### src/sv/core_local_interruptor_defines.svh
// ----------------------------------------------------------------------------
// Core-local interruptor assertion macros
// Shared concurrent-check shorthands, sampled on clk and gated by rst_n.
// ----------------------------------------------------------------------------
`ifndef CORE_LOCAL_INTERRUPTOR_DEFINES_SVH
`define CORE_LOCAL_INTERRUPTOR_DEFINES_SVH

// Same-cycle implication check
`define CLI_ASSERT_NOW(lbl, ante, cons, msg) \
  lbl: assert property (@(posedge clk) disable iff (!rst_n) (ante) |-> (cons)) \
    else $error(msg);

// Next-cycle implication check
`define CLI_ASSERT_NEXT(lbl, ante, cons, msg) \
  lbl: assert property (@(posedge clk) disable iff (!rst_n) (ante) |=> (cons)) \
    else $error(msg);

`endif

### src/sv/clint_pkg.sv
// ----------------------------------------------------------------------------
// Core-local interruptor package
// Shared types, address map and operation codes.
// ----------------------------------------------------------------------------
package clint_pkg;

  // Default data-path width of the hart bus
  localparam int unsigned XLEN_DEF = 64;

  // Register file geometry: three 64-bit registers, flat little-endian store
  localparam int unsigned REG_BYTES   = 8;
  localparam int unsigned STORE_BYTES = 24;
  localparam int unsigned STORE_BITS  = STORE_BYTES * 8;

  // Address map
  localparam logic [15:0] SOFT_BASE = 16'h0000;
  localparam logic [15:0] CMP_BASE  = 16'h4000;
  localparam logic [15:0] TIME_BASE = 16'hBFF8;
  localparam logic [15:0] REG_SPAN  = 16'd8;

  // First store byte of each register
  localparam logic [4:0] START_SOFT = 5'd0;
  localparam logic [4:0] START_CMP  = 5'd8;
  localparam logic [4:0] START_TIME = 5'd16;

  // Status codes
  localparam logic STATUS_OK  = 1'b0;
  localparam logic STATUS_ERR = 1'b1;

  typedef enum logic [1:0] {
    OP_READ  = 2'd0,
    OP_WRITE = 2'd1,
    OP_TICK  = 2'd2
  } op_t;

  // Command handed from the input stage to the register block
  typedef struct packed {
    logic       go;
    logic [1:0] op;
    logic       hit;
    logic [4:0] start;
  } clint_cmd_t;

  // Result of one step
  typedef struct packed {
    logic [63:0] read_data;
    logic        status;
    logic        timer_irq;
    logic        soft_irq;
  } clint_res_t;

endpackage

### src/sv/clint_in_if.sv
// ----------------------------------------------------------------------------
// Core-local interruptor request channel
// Valid/ready channel carrying one register access or timer tick.
// ----------------------------------------------------------------------------
interface clint_in_if;
  logic        valid;
  logic        ready;
  logic [1:0]  operation;
  logic [15:0] address;
  logic [63:0] write_data;
  logic [3:0]  byte_count;

  modport source (output valid, operation, address, write_data, byte_count,
                  input ready);
  modport sink   (input valid, operation, address, write_data, byte_count,
                  output ready);
endinterface

### src/sv/clint_out_if.sv
// ----------------------------------------------------------------------------
// Core-local interruptor response channel
// Valid/ready channel carrying read data, status and interrupt lines.
// ----------------------------------------------------------------------------
interface clint_out_if;
  logic        valid;
  logic        ready;
  logic [63:0] read_data;
  logic        status;
  logic        timer_irq;
  logic        soft_irq;

  modport source (output valid, read_data, status, timer_irq, soft_irq,
                  input ready);
  modport sink   (input valid, read_data, status, timer_irq, soft_irq,
                  output ready);
endinterface

### src/sv/clint_decode.sv
// ----------------------------------------------------------------------------
// Core-local interruptor address decoder
// Maps a window offset to a start byte in the flat register store.
// ----------------------------------------------------------------------------
module clint_decode import clint_pkg::*; (
  input  logic [15:0] address,
  output logic        hit,
  output logic [4:0]  start
);

  logic [4:0] lane;

  assign lane = {2'b00, address[2:0]};

  // Range match against the three register windows
  always_comb begin
    hit   = 1'b1;
    start = START_SOFT;
    if (address < SOFT_BASE + REG_SPAN) begin
      start = START_SOFT | lane;
    end else if (address >= CMP_BASE && address < CMP_BASE + REG_SPAN) begin
      start = START_CMP | lane;
    end else if (address >= TIME_BASE && address < TIME_BASE + REG_SPAN) begin
      start = START_TIME | lane;
    end else begin
      hit = 1'b0;
    end
  end

endmodule

### src/sv/clint_regs.sv
// ----------------------------------------------------------------------------
// Core-local interruptor register store
// Software word, time compare and time counter with byte-lane access.
// ----------------------------------------------------------------------------
module clint_regs import clint_pkg::*; #(
  parameter int unsigned XLEN = XLEN_DEF
) (
  input  logic        clk,
  input  logic        rst_n,
  input  clint_cmd_t  cmd,
  input  logic [63:0] write_data,
  input  logic [3:0]  byte_count,
  output clint_res_t  res
);

  localparam int unsigned LANES = XLEN / 8;

  logic [STORE_BITS-1:0] store_r, store_nxt;
  logic                  phase_r, phase_nxt;
  logic [3:0]            eff_cnt;
  logic [4:0]            off;
  logic [255:0]          rd_flat;
  logic [255:0]          rd_shift;
  logic [63:0]           time_nxt;
  logic [63:0]           cmp_nxt;

  // Write length saturates at the bus width
  assign eff_cnt = (byte_count > 4'(LANES)) ? 4'(LANES) : byte_count;

  // Read window: bytes past the store come in as zero
  assign rd_flat  = {64'd0, store_r};
  assign rd_shift = rd_flat >> {cmd.start, 3'b000};

  // Next state of store and tick phase
  always_comb begin
    store_nxt = store_r;
    phase_nxt = phase_r;
    off       = 5'd0;
    if (cmd.op == OP_WRITE && cmd.hit) begin
      for (int j = 0; j < int'(STORE_BYTES); j++) begin
        off = 5'(j) - cmd.start;
        if (5'(j) >= cmd.start && off < {1'b0, eff_cnt}) begin
          store_nxt[j*8 +: 8] = write_data[{off[2:0], 3'b000} +: 8];
        end
      end
    end else if (cmd.op == OP_TICK) begin
      if (!phase_r) begin
        store_nxt[START_TIME*8 +: 64] = store_r[START_TIME*8 +: 64] + 64'd1;
      end
      phase_nxt = ~phase_r;
    end
  end

  // Result fields, interrupt lines taken after the update
  assign time_nxt = store_nxt[START_TIME*8 +: 64];
  assign cmp_nxt  = store_nxt[START_CMP*8 +: 64];

  always_comb begin
    res.read_data = 64'd0;
    res.status    = STATUS_OK;
    case (cmd.op)
      OP_READ: begin
        if (cmd.hit) begin
          res.read_data = 64'(rd_shift[XLEN-1:0]);
        end else begin
          res.status = STATUS_ERR;
        end
      end
      OP_WRITE: begin
        if (!cmd.hit) begin
          res.status = STATUS_ERR;
        end
      end
      default: begin
        res.status = STATUS_OK;
      end
    endcase
    res.timer_irq = (time_nxt >= cmp_nxt);
    res.soft_irq  = store_nxt[0];
  end

  // State update on each executed step
  always_ff @(posedge clk) begin
    if (!rst_n) begin
      store_r <= '0;
      phase_r <= 1'b0;
    end else if (cmd.go) begin
      store_r <= store_nxt;
      phase_r <= phase_nxt;
    end
  end

endmodule

### src/sv/core_local_interruptor.sv
// ----------------------------------------------------------------------------
// Core-local interruptor
// Software interrupt, time compare and time counter behind a byte window.
// ----------------------------------------------------------------------------
// Usage:
//   in_ch carries one request per transfer: a read, a write of up to 8 bytes,
//   or a timer tick. out_ch returns exactly one response per request, in
//   order, with read data, access status and both interrupt lines as they
//   stand after the request took effect.
//   A transferred request waits in the input register until the response
//   register is free or draining; it then executes into the response register.
//   Throughput: one request per cycle while out_ch.ready stays high, set by
//   the single execute stage that updates the register store while the next
//   request waits in the input register.
//   Reset (rst_n low, synchronous) clears all three registers, the tick
//   phase and both pipeline stages.
//   When out_ch.ready is low, the response register holds; one more request
//   may be taken into the input register, then in_ch.ready drops until the
//   response is transferred.
// ----------------------------------------------------------------------------
`include "core_local_interruptor_defines.svh"

module core_local_interruptor import clint_pkg::*; #(
  parameter int unsigned XLEN = XLEN_DEF
) (
  input  logic        clk,
  input  logic        rst_n,
  clint_in_if.sink    in_ch,
  clint_out_if.source out_ch
);

  logic        s1_valid_r, s1_valid_nxt;
  logic [1:0]  op_r;
  logic [15:0] addr_r;
  logic [63:0] wdata_r;
  logic [3:0]  cnt_r;
  logic        out_valid_r, out_valid_nxt;
  clint_res_t  res_r;
  clint_res_t  res;
  clint_cmd_t  cmd;
  logic        adv;
  logic        in_fire;
  logic        dec_hit;
  logic [4:0]  dec_start;

  // Handshake: execute when the response register is free or draining
  assign adv          = !out_valid_r || out_ch.ready;
  assign in_ch.ready  = !s1_valid_r || adv;
  assign in_fire      = in_ch.valid && in_ch.ready;

  assign s1_valid_nxt  = in_fire ? 1'b1 : (adv ? 1'b0 : s1_valid_r);
  assign out_valid_nxt = cmd.go ? 1'b1 : (out_ch.ready ? 1'b0 : out_valid_r);

  // Input register
  always_ff @(posedge clk) begin
    if (!rst_n) begin
      s1_valid_r <= 1'b0;
    end else begin
      s1_valid_r <= s1_valid_nxt;
    end
  end

  always_ff @(posedge clk) begin
    if (in_fire) begin
      op_r    <= in_ch.operation;
      addr_r  <= in_ch.address;
      wdata_r <= in_ch.write_data;
      cnt_r   <= in_ch.byte_count;
    end
  end

  // Decode and execute
  clint_decode u_decode (
    .address (addr_r),
    .hit     (dec_hit),
    .start   (dec_start)
  );

  assign cmd.go    = s1_valid_r && adv;
  assign cmd.op    = op_r;
  assign cmd.hit   = dec_hit;
  assign cmd.start = dec_start;

  clint_regs #(
    .XLEN (XLEN)
  ) u_regs (
    .clk        (clk),
    .rst_n      (rst_n),
    .cmd        (cmd),
    .write_data (wdata_r),
    .byte_count (cnt_r),
    .res        (res)
  );

  // Response register
  always_ff @(posedge clk) begin
    if (!rst_n) begin
      out_valid_r <= 1'b0;
    end else begin
      out_valid_r <= out_valid_nxt;
    end
  end

  always_ff @(posedge clk) begin
    if (cmd.go) begin
      res_r <= res;
    end
  end

  assign out_ch.valid     = out_valid_r;
  assign out_ch.read_data = res_r.read_data;
  assign out_ch.status    = res_r.status;
  assign out_ch.timer_irq = res_r.timer_irq;
  assign out_ch.soft_irq  = res_r.soft_irq;

  // Checks
  `CLI_ASSERT_NEXT(a_fire_loads, in_fire, s1_valid_r, "accepted request lost")
  `CLI_ASSERT_NEXT(a_exec_resp, cmd.go, out_valid_r, "executed request gave no response")
  `CLI_ASSERT_NOW(a_err_zero, out_valid_r && res_r.status == STATUS_ERR,
    res_r.read_data == 64'd0, "error response carries data")

endmodule

### src/flat_wrapper.sv
// flat-port wrapper written by rule: the top's interface ports become plain ports
module core_local_interruptor_flat import clint_pkg::*;
#(
  parameter int unsigned XLEN = XLEN_DEF
)
  (clk, rst_n, in_ch_valid, in_ch_operation, in_ch_address, in_ch_write_data, in_ch_byte_count, in_ch_ready, out_ch_valid, out_ch_read_data, out_ch_status, out_ch_timer_irq, out_ch_soft_irq, out_ch_ready);
  clint_in_if in_ch_i ();
  clint_out_if out_ch_i ();
  input  logic clk;
  input  logic rst_n;
  input wire logic [$bits(in_ch_i.valid)-1:0] in_ch_valid;
  input wire logic [$bits(in_ch_i.operation)-1:0] in_ch_operation;
  input wire logic [$bits(in_ch_i.address)-1:0] in_ch_address;
  input wire logic [$bits(in_ch_i.write_data)-1:0] in_ch_write_data;
  input wire logic [$bits(in_ch_i.byte_count)-1:0] in_ch_byte_count;
  output wire logic [$bits(in_ch_i.ready)-1:0] in_ch_ready;
  output wire logic [$bits(out_ch_i.valid)-1:0] out_ch_valid;
  output wire logic [$bits(out_ch_i.read_data)-1:0] out_ch_read_data;
  output wire logic [$bits(out_ch_i.status)-1:0] out_ch_status;
  output wire logic [$bits(out_ch_i.timer_irq)-1:0] out_ch_timer_irq;
  output wire logic [$bits(out_ch_i.soft_irq)-1:0] out_ch_soft_irq;
  input wire logic [$bits(out_ch_i.ready)-1:0] out_ch_ready;
  assign in_ch_i.valid = in_ch_valid;
  assign in_ch_i.operation = in_ch_operation;
  assign in_ch_i.address = in_ch_address;
  assign in_ch_i.write_data = in_ch_write_data;
  assign in_ch_i.byte_count = in_ch_byte_count;
  assign in_ch_ready = in_ch_i.ready;
  assign out_ch_valid = out_ch_i.valid;
  assign out_ch_read_data = out_ch_i.read_data;
  assign out_ch_status = out_ch_i.status;
  assign out_ch_timer_irq = out_ch_i.timer_irq;
  assign out_ch_soft_irq = out_ch_i.soft_irq;
  assign out_ch_i.ready = out_ch_ready;
  core_local_interruptor #(.XLEN(XLEN)) u_core (.clk(clk), .rst_n(rst_n), .in_ch(in_ch_i), .out_ch(out_ch_i));
endmodule
### config.mk
export PLATFORM = sky130hd
export DESIGN_NAME = core_local_interruptor_flat
export DESIGN_NICKNAME = d
export VERILOG_FILES = /design/src/sv/clint_pkg.sv /design/src/sv/clint_in_if.sv /design/src/sv/clint_out_if.sv /design/src/sv/clint_decode.sv /design/src/sv/clint_regs.sv /design/src/sv/core_local_interruptor.sv /design/src/flat_wrapper.sv
export VERILOG_INCLUDE_DIRS = /design/src /design/src/sv
export SDC_FILE = /design/constraint.sdc
export NUM_CORES = 2
export LEC_CHECK = 0
export BUFFER_PORTS_ARGS = -buffer_cell sky130_fd_sc_hd__buf_4
export CORE_MARGIN = 3
export CORE_UTILIZATION = 45
export DETAILED_ROUTE_END_ITERATION = 10
export GPL_TIMING_DRIVEN = 0
export SYNTH_ARGS = -nofsm -noshare
export SYNTH_HDL_FRONTEND = slang
export SYNTH_SLANG_ARGS = --single-unit
export TNS_END_PERCENT = 50
### constraint.sdc
create_clock -name clk -period 7.05 [get_ports clk]
set_input_delay 1.41 -clock clk [delete_from_list [all_inputs] [get_ports clk]]
set_output_delay 1.41 -clock clk [all_outputs]
set_load 0.02 [all_outputs]
# Yosys cells after proc, flatten, opt, wreduce, memory -nomap -nowiden
# Cells that the tools add are included.
[word_totals]
regBits = 348
output_inout_bits = 69
inputBits = 90
[classes]
eq_ne = 2
mux = 40
n_reduce_logical = 47
n_addsub = 25
bitwise = 2
order_cmp = 55
n_shift = 25
[ops]
columns = ["operator", "count"]
rows = [
  ["$shiftx 64x7->8", 24],
  ["$mux 64", 3],
  ["$mux 8", 24],
  ["$shr 192x8->64", 1],
  ["$mux 128", 1],
  ["$lt 5x4->1", 24],
  ["$add 64x1->64 const B", 1],
  ["$ge 64x64->1", 1],
  ["$ge 4x5->1 const A", 8],
  ["$ge 5x5->1 const A", 8],
  ["$sub 4x5->5 const A", 8],
  ["$sub 5x5->5 const A", 8],
  ["$logic_and 1x1->1", 29],
  ["$reduce_and 3->1", 9],
  ["$ge 3x5->1 const A", 4],
  ["$sub 3x5->5 const A", 4],
  ["$ge 16x15->1 const B", 1],
  ["$ge 16x16->1 const B", 1],
  ["$lt 16x15->1 const B", 1],
  ["$lt 16x16->1 const B", 1],
  ["$lt 16x4->1 const B", 1],
  ["$mux 5", 3],
  ["$ge 1x5->1 const A", 2],
  ["$ge 2x5->1 const A", 2],
  ["14 further kinds", 27],
]

# Longest topological paths before layout
[logic_depth]
depth_word = 11
ltp_mapped = 34
depth_no_buf = 25

# By module
# A second synthesis with hierarchy kept.
[hier_totals]
cells_unflattened = 2881
hier_area_um2 = 27645.3
[modules_own_cells]
columns = ["module", "instances", "cells_per_inst", "area_per_inst_um2"]
rows = [
  ["clint_regs", 1, 2703, 22839.4],
  ["core_local_interruptor", 1, 162, 4698.3],
  ["clint_decode", 1, 16, 107.6],
]

# Least setup slack after synthesis
# OpenSTA, ideal clock, no wires.
[synth_path]
path_kind = "register -> register"
from = "register u_core.addr_r[14]"
to = "register u_core.res_r, in the netlist u_core.out_ch.timer_irq (data pin)"
setup_time_ns = 0.270
n_path_buf = 11
required_time_ns = 6.780
stages_incl_launch_ff = 35
t_arrival_ns = 6.988
period_less_slack_ns = 7.257
path_slack_ns = -0.207
cell_sequence = "edfxtp_1 > nand4b_1 > or4_1 > buf_2 > buf_6 > a21oi_4 > inv_4 > buf_6 > buf_6 > buf_2 > buf_2 > clkbuf_1 > ha_1 > xnor2_1 > buf_6 > buf_6 > inv_1 > ha_1 > o21ai_0 > a211oi_1 > or2_2 > a221o_1 > or2_2 > clkbuf_1 > clkbuf_1 > nor2_1 > a21oi_1 > ha_1 > a21o_1 > a21o_1 > a21oi_1 > o21ai_0 > a21o_1 > a2111oi_0 > o21ai_0"
[synth_lines]
columns = ["element", "line", "source"]
rows = [
  ["start: declaration", "core_local_interruptor.sv:34", "logic [15:0] addr_r;"],
  ["start signal: assignment", "core_local_interruptor.sv:66", "addr_r <= in_ch.address;"],
  ["end signal: assignment", "core_local_interruptor.sv:106", "res_r <= res;"],
  ["end: declaration", "core_local_interruptor.sv:38", "clint_res_t res_r;"],
]

==> results by stage <==
Run status:
- The run finished, with violations left.
- The final reports fail on capacitance limit, slew limit, setup timing.

Clock tree:
- Counting along the longest clock path gives a buffer depth of 3.
- The number of hold-repair buffers added at the cts stage is 0.
- The H-tree level count is 2.
- After clock tree synthesis, the clock-pin slew on the worst setup and hold paths is 0.06 ns.
- The buffer cell driving the clock tree root is sky130_fd_sc_hd__clkbuf_16.
- Buffers inserted during clock tree synthesis total 42.
- TritonCTS built the clock tree.
- Clock tree synthesis found a total of around 350 sinks.
- For the worst-skew pair, the clock arrives at the later sink with an insertion delay of between 0.6 and 0.7 ns.

Setup path:
- STA classifies the critical path endpoint as a register.
- The delay of the slowest critical-path stage is 0.51 ns.
- Along the worst path, the maximum fanout reaches 12.
- The type of element launching the critical path is a register.
- STA puts the critical path data required time at around 7.4 ns.
- The critical path starts at u_core.addr_r[14].
- Among all stages on the critical path, the largest delay is contributed by sky130_fd_sc_hd__a2111oi_4.
- The startpoint identified for the worst register-to-register timing path is u_core.addr_r[14].
- Data arrives at the worst endpoint at between 7 and 8 ns.
- Grouping stages by cell kind, the critical path spends the most delay in compound AO/OA/AOI/OAI gates.
- The number of buffers and inverters on the critical path is 8.
- The worst setup path is of the register to register kind.

Finish:
- In the final layout, the multi-input gates occupy about 18000 µm².
- For this run, the share of the core covered by cells in the final layout is 0.5326.
- The net count of the finished layout is about 3700.
- The number of filler cells placed in the layout is roughly 5800.
- The post-route standard cell area excluding fillers is between 30000 and 40000 µm².
- In the layout the commonest cells are sky130_fd_sc_hd__nand2_1, sky130_fd_sc_hd__mux2i_1, sky130_fd_sc_hd__a21oi_1, sky130_fd_sc_hd__nor2_1, sky130_fd_sc_hd__o21ai_0.
- In the final layout, the share of cells above drive strength 1 is 0.1682.
- The area growth from synthesis to layout is 16.64%.
- The sequential cell area is around 8500 µm².
- The library cell used most frequently in the layout, excluding fill and tap cells, is sky130_fd_sc_hd__nand2_1.
- The final non-filler cell total is approximately 4400.

Detailed routing:
- The total number of vias is 33518.
- The detail route stage leaves a number of antenna-violating nets equal to 0.
- Before antenna repair, the detailed router went through 9 iterations.
- In the final routed layout, each cell accounts on average for 41.49 µm.
- The first routing iteration left between 6000 and 7000 violations.
- The post-detailed-route DRC marker count is 0.
- Dividing the detail-routed via count by the number of cells gives around 7.6.
- The routed design has 182600 µm of wire.

Global routing:
- The overall overflow remaining after global route is 0.
- The initial antenna violation count is 18.
- The largest net degree at the start of global routing is between 70 and 80.
- The first global-routing pass estimated roughly 250000 µm of wire.
- The overall global routing resource usage is 0.5332.
- The number of global-route vias before repair is between 30000 and 40000.

Placement:
- The total cell area at the placement stage is approximately 31000 µm².
- Timing analysis after detailed placement gives a worst setup slack of -4.080 ns.
- The HPWL after detailed placement is around 140000 µm.
- The total instance count after detailed placement is between 4000 and 5000.
- At the end of routability-driven placement, the weighted congestion stood at 1.158.
- In this run the tool buffered the top-level ports with approximately 160 buffer cells.

Synth:
- In this run, synthesis produced a sequential element count of 348.
- Of the total synthesized cell area, the portion taken by AND, OR, NAND and NOR gates is 0.1595.
- The number of enable-type register cells in the synthesized netlist is roughly 150.
- The most used flip-flop cell after synthesis is sky130_fd_sc_hd__dfxtp_1.
- After synthesis, the largest family of logic cells by area is compound AO/OA/AOI/OAI gates.
- The number of library cell types mapped by synthesis is slightly below 100.
- The cell count after synthesis came out at between 3000 and 4000.
- The cell area that synthesis handed to floorplanning was between 20000 and 30000 µm².
- When the netlist entered floorplanning its net count stood at approximately 3500.
- The biggest area consumer among synthesized cells is sky130_fd_sc_hd__edfxtp_1.
- Of the total synthesized cell area, the portion taken by XOR and XNOR cells is 0.003406.
- The proportion of netlist area held by the largest area contributor is 0.1624.
- The Yosys step of the flow raised 0 warnings.
- The fraction of synthesis flops using an asynchronous set or reset pin is 0.
- The multiplexer area fraction after synthesis is 0.2009.
- The post-synthesis average cell area is about 8.6 µm².
- In the post-synthesis netlist, the biggest area contributors are sky130_fd_sc_hd__edfxtp_1, sky130_fd_sc_hd__dfxtp_1, sky130_fd_sc_hd__mux2i_1.
- The fraction of the yosys area taken by sequential cells is 0.3005.
- The post-synthesis compound-gate area fraction is 0.2283.
- The share of synthesized cell area in full adder, half adder and majority cells is 0.05043.

Floorplanning:
- The total number of placement rows is between 90 and 100.
- The floorplan step defined a core boundary enclosing roughly 62000 µm².
- For this design the top-level I/O count stands at about 160.
- The overall die height is around 260 µm.
- The die is roughly 260 µm wide.
- The die footprint is 65900 µm².
- The initial cell density of the core is 0.4566.

Pwr:
- For this design the static power due to leakage is roughly 12 nW.
- Across the VDD grid, the largest voltage drop is around 0.18 mV.
- The power per cell area is around 150 nW/µm².

Timing:
- The relative max-transition margin is -0.09103.
- The slew of the pin with the lowest slew margin is 1.624 ns.
- The ratio of final minimum period to clock period is 1.002.
- For the finished layout, the period the worst path requires is between 7 and 8 ns.
- Between clock sinks in the finished design, the worst skew comes to about 0.057 ns.
- The final critical-path setup slack is -0.01102 ns.
- Timing would allow up to roughly 140 MHz.
- The count of final setup violators is 1.
- The count of final max-slew check failures is 21.
- The number of hold violations in the final report is 0.

Flow run:
- The reported max-cap violation count is 5.

Min path:
- The class of the most critical hold timing path is register to register.
- In this run the most critical hold path is launched from u_core.u_regs.store_r[15].
kinds of logic after synthesis:
group	count (synthesis)
adders and majority gates	114
buffers and inverters	338
AOI/OAI and AO/OA	1003
muxes	479
DFF	348
and+or+nand+nor	982
xor gates and xnor gates	11
through the flow:
stage	setup TNS [ns]	hold slack (ns)	total power, W
3_3_place_gp	-127.67	0.4746	0.002671
6_report	-0.01102	0.4933	0.005004
5_1_grt	-0.03435	0.5119	0.005062
2_1_floorplan	0	0.4428	0.002441
3_5_place_dp	-88.79	0.4746	0.002683
4_1_cts	0	0.4907	0.004927
worst reg2reg max path, stage by stage (launching register included):
cell and delay, ns:
sky130_fd_sc_hd__edfxtp_1 0.41, sky130_fd_sc_hd__nand4b_1 0.18, sky130_fd_sc_hd__or4_1 0.49, sky130_fd_sc_hd__buf_6 0.17, sky130_fd_sc_hd__buf_6 0.16, sky130_fd_sc_hd__buf_2 0.24
sky130_fd_sc_hd__buf_2 0.27, sky130_fd_sc_hd__clkbuf_8 0.25, sky130_fd_sc_hd__a21oi_4 0.31, sky130_fd_sc_hd__ha_1 0.25, sky130_fd_sc_hd__clkbuf_4 0.32, sky130_fd_sc_hd__inv_4 0.17
sky130_fd_sc_hd__ha_1 0.31, sky130_fd_sc_hd__o21a_1 0.15, sky130_fd_sc_hd__a21oi_1 0.11, sky130_fd_sc_hd__o21ai_2 0.45, sky130_fd_sc_hd__clkbuf_4 0.34, sky130_fd_sc_hd__nand2_2 0.19
sky130_fd_sc_hd__a21oi_1 0.24, sky130_fd_sc_hd__nor2_1 0.10, sky130_fd_sc_hd__ha_1 0.30, sky130_fd_sc_hd__a21o_1 0.20, sky130_fd_sc_hd__a21o_1 0.17, sky130_fd_sc_hd__a21oi_1 0.14
sky130_fd_sc_hd__o21ai_1 0.22, sky130_fd_sc_hd__a2111oi_4 0.51, sky130_fd_sc_hd__o21ai_1 0.12
final timing paths:
check | cells after the start | slack [ns] | endpoint
setup / recovery | 26 | -0.01 | u_core.out_ch.timer_irq
hold / removal | 2 | 0.49 | u_core.u_regs.store_r[15]
setup reg to reg | 26 | -0.01 | u_core.out_ch.timer_irq
hold reg to reg | 2 | 0.49 | u_core.u_regs.store_r[15]
Yosys cell counts, types with 8 or more instances:
library cell                instances
sky130_fd_sc_hd__o221ai_1          17
sky130_fd_sc_hd__ha_1             114
sky130_fd_sc_hd__nand2b_1          15
sky130_fd_sc_hd__a21oi_1          303
sky130_fd_sc_hd__a21o_1            42
sky130_fd_sc_hd__or2_2              8
sky130_fd_sc_hd__o22ai_1           46
sky130_fd_sc_hd__nor4_1            12
sky130_fd_sc_hd__o21ai_0          225
sky130_fd_sc_hd__buf_2             49
sky130_fd_sc_hd__nor3_1            82
sky130_fd_sc_hd__and4_1             9
sky130_fd_sc_hd__clkbuf_1         158
sky130_fd_sc_hd__edfxtp_1         153
sky130_fd_sc_hd__a211o_1           12
sky130_fd_sc_hd__a221oi_1          29
sky130_fd_sc_hd__o211ai_1          31
sky130_fd_sc_hd__and2_1            29
sky130_fd_sc_hd__or3_1             16
sky130_fd_sc_hd__a221o_1           11
sky130_fd_sc_hd__nand3_1           81
sky130_fd_sc_hd__o21a_1            14
sky130_fd_sc_hd__buf_4             14
sky130_fd_sc_hd__nand2_1          368
sky130_fd_sc_hd__a211oi_1          74
sky130_fd_sc_hd__mux2i_1          349
sky130_fd_sc_hd__inv_1             65
sky130_fd_sc_hd__nand4_1           35
sky130_fd_sc_hd__o211a_1            8
sky130_fd_sc_hd__a22o_1            13
sky130_fd_sc_hd__dfxtp_1          195
sky130_fd_sc_hd__a2111oi_0          8
sky130_fd_sc_hd__buf_6             19
sky130_fd_sc_hd__buf_1             20
sky130_fd_sc_hd__o31ai_1           11
sky130_fd_sc_hd__a31oi_1           37
sky130_fd_sc_hd__xnor2_1           11
sky130_fd_sc_hd__and3_1            46
sky130_fd_sc_hd__a22oi_1           32
sky130_fd_sc_hd__nor2_1           249
sky130_fd_sc_hd__mux4_2            58
sky130_fd_sc_hd__mux2_2            65
where the power goes:
group | internal (W) | total, W | switching [W]
Sequential | 0.00216 | 0.00220 | 0.0000440
Clock | 0.00130 | 0.00230 | 0.00101
Combinational | 0.000153 | 0.000499 | 0.000346
Total | 0.00361 | 0.00500 | 0.00140
what timing repair did:
action                     4_1_cts  5_1_grt
setup buffers                   37       12
pin swaps                       17       13
cloned                           1        2
resized for setup              104       48
setup endpoints to repair      113        1
area by class of cell:
type,instances,area share
Timing Repair Buffer,218,0.05579
Tap cell,837,0.03174
Sequential cell,348,0.2576
Buffer,239,0.04119
Inverter,73,0.008913
Multi-Input combinational cell,2589,0.5606
Clock inverter,21,0.006637
Clock buffer,55,0.03584
Antenna cell,22,0.001669
registers in the layout, indices dropped and copies added, names as in the netlist:
register,cells
u_core.op_r,2
u_core.u_regs.phase_r,1
u_core.out_ch.timer_irq,1
u_core.out_ch.valid,1
u_core.s1_valid_r,1
u_core.out_ch.soft_irq,1
u_core.out_ch.status,1
u_core.wdata_r,64
u_core.addr_r,16
u_core.out_ch.read_data,64
u_core.cnt_r,4
u_core.u_regs.store_r,192
routing by layer:
| layer | track usage | vias up | share of wire |
|---|---|---|---|
| li1 | - | 12910 | - |
| met2 | 0.7276 | 3687 | 0.38 |
| met1 | 0.6116 | 15756 | 0.33 |
| met4 | 0.4524 | 6 | 0.11 |
| met3 | 0.2713 | 1159 | 0.17 |
| met5 | 0.02632 | - | 0.00063 |
Note: power is estimated with default switching activity, not from simulation.
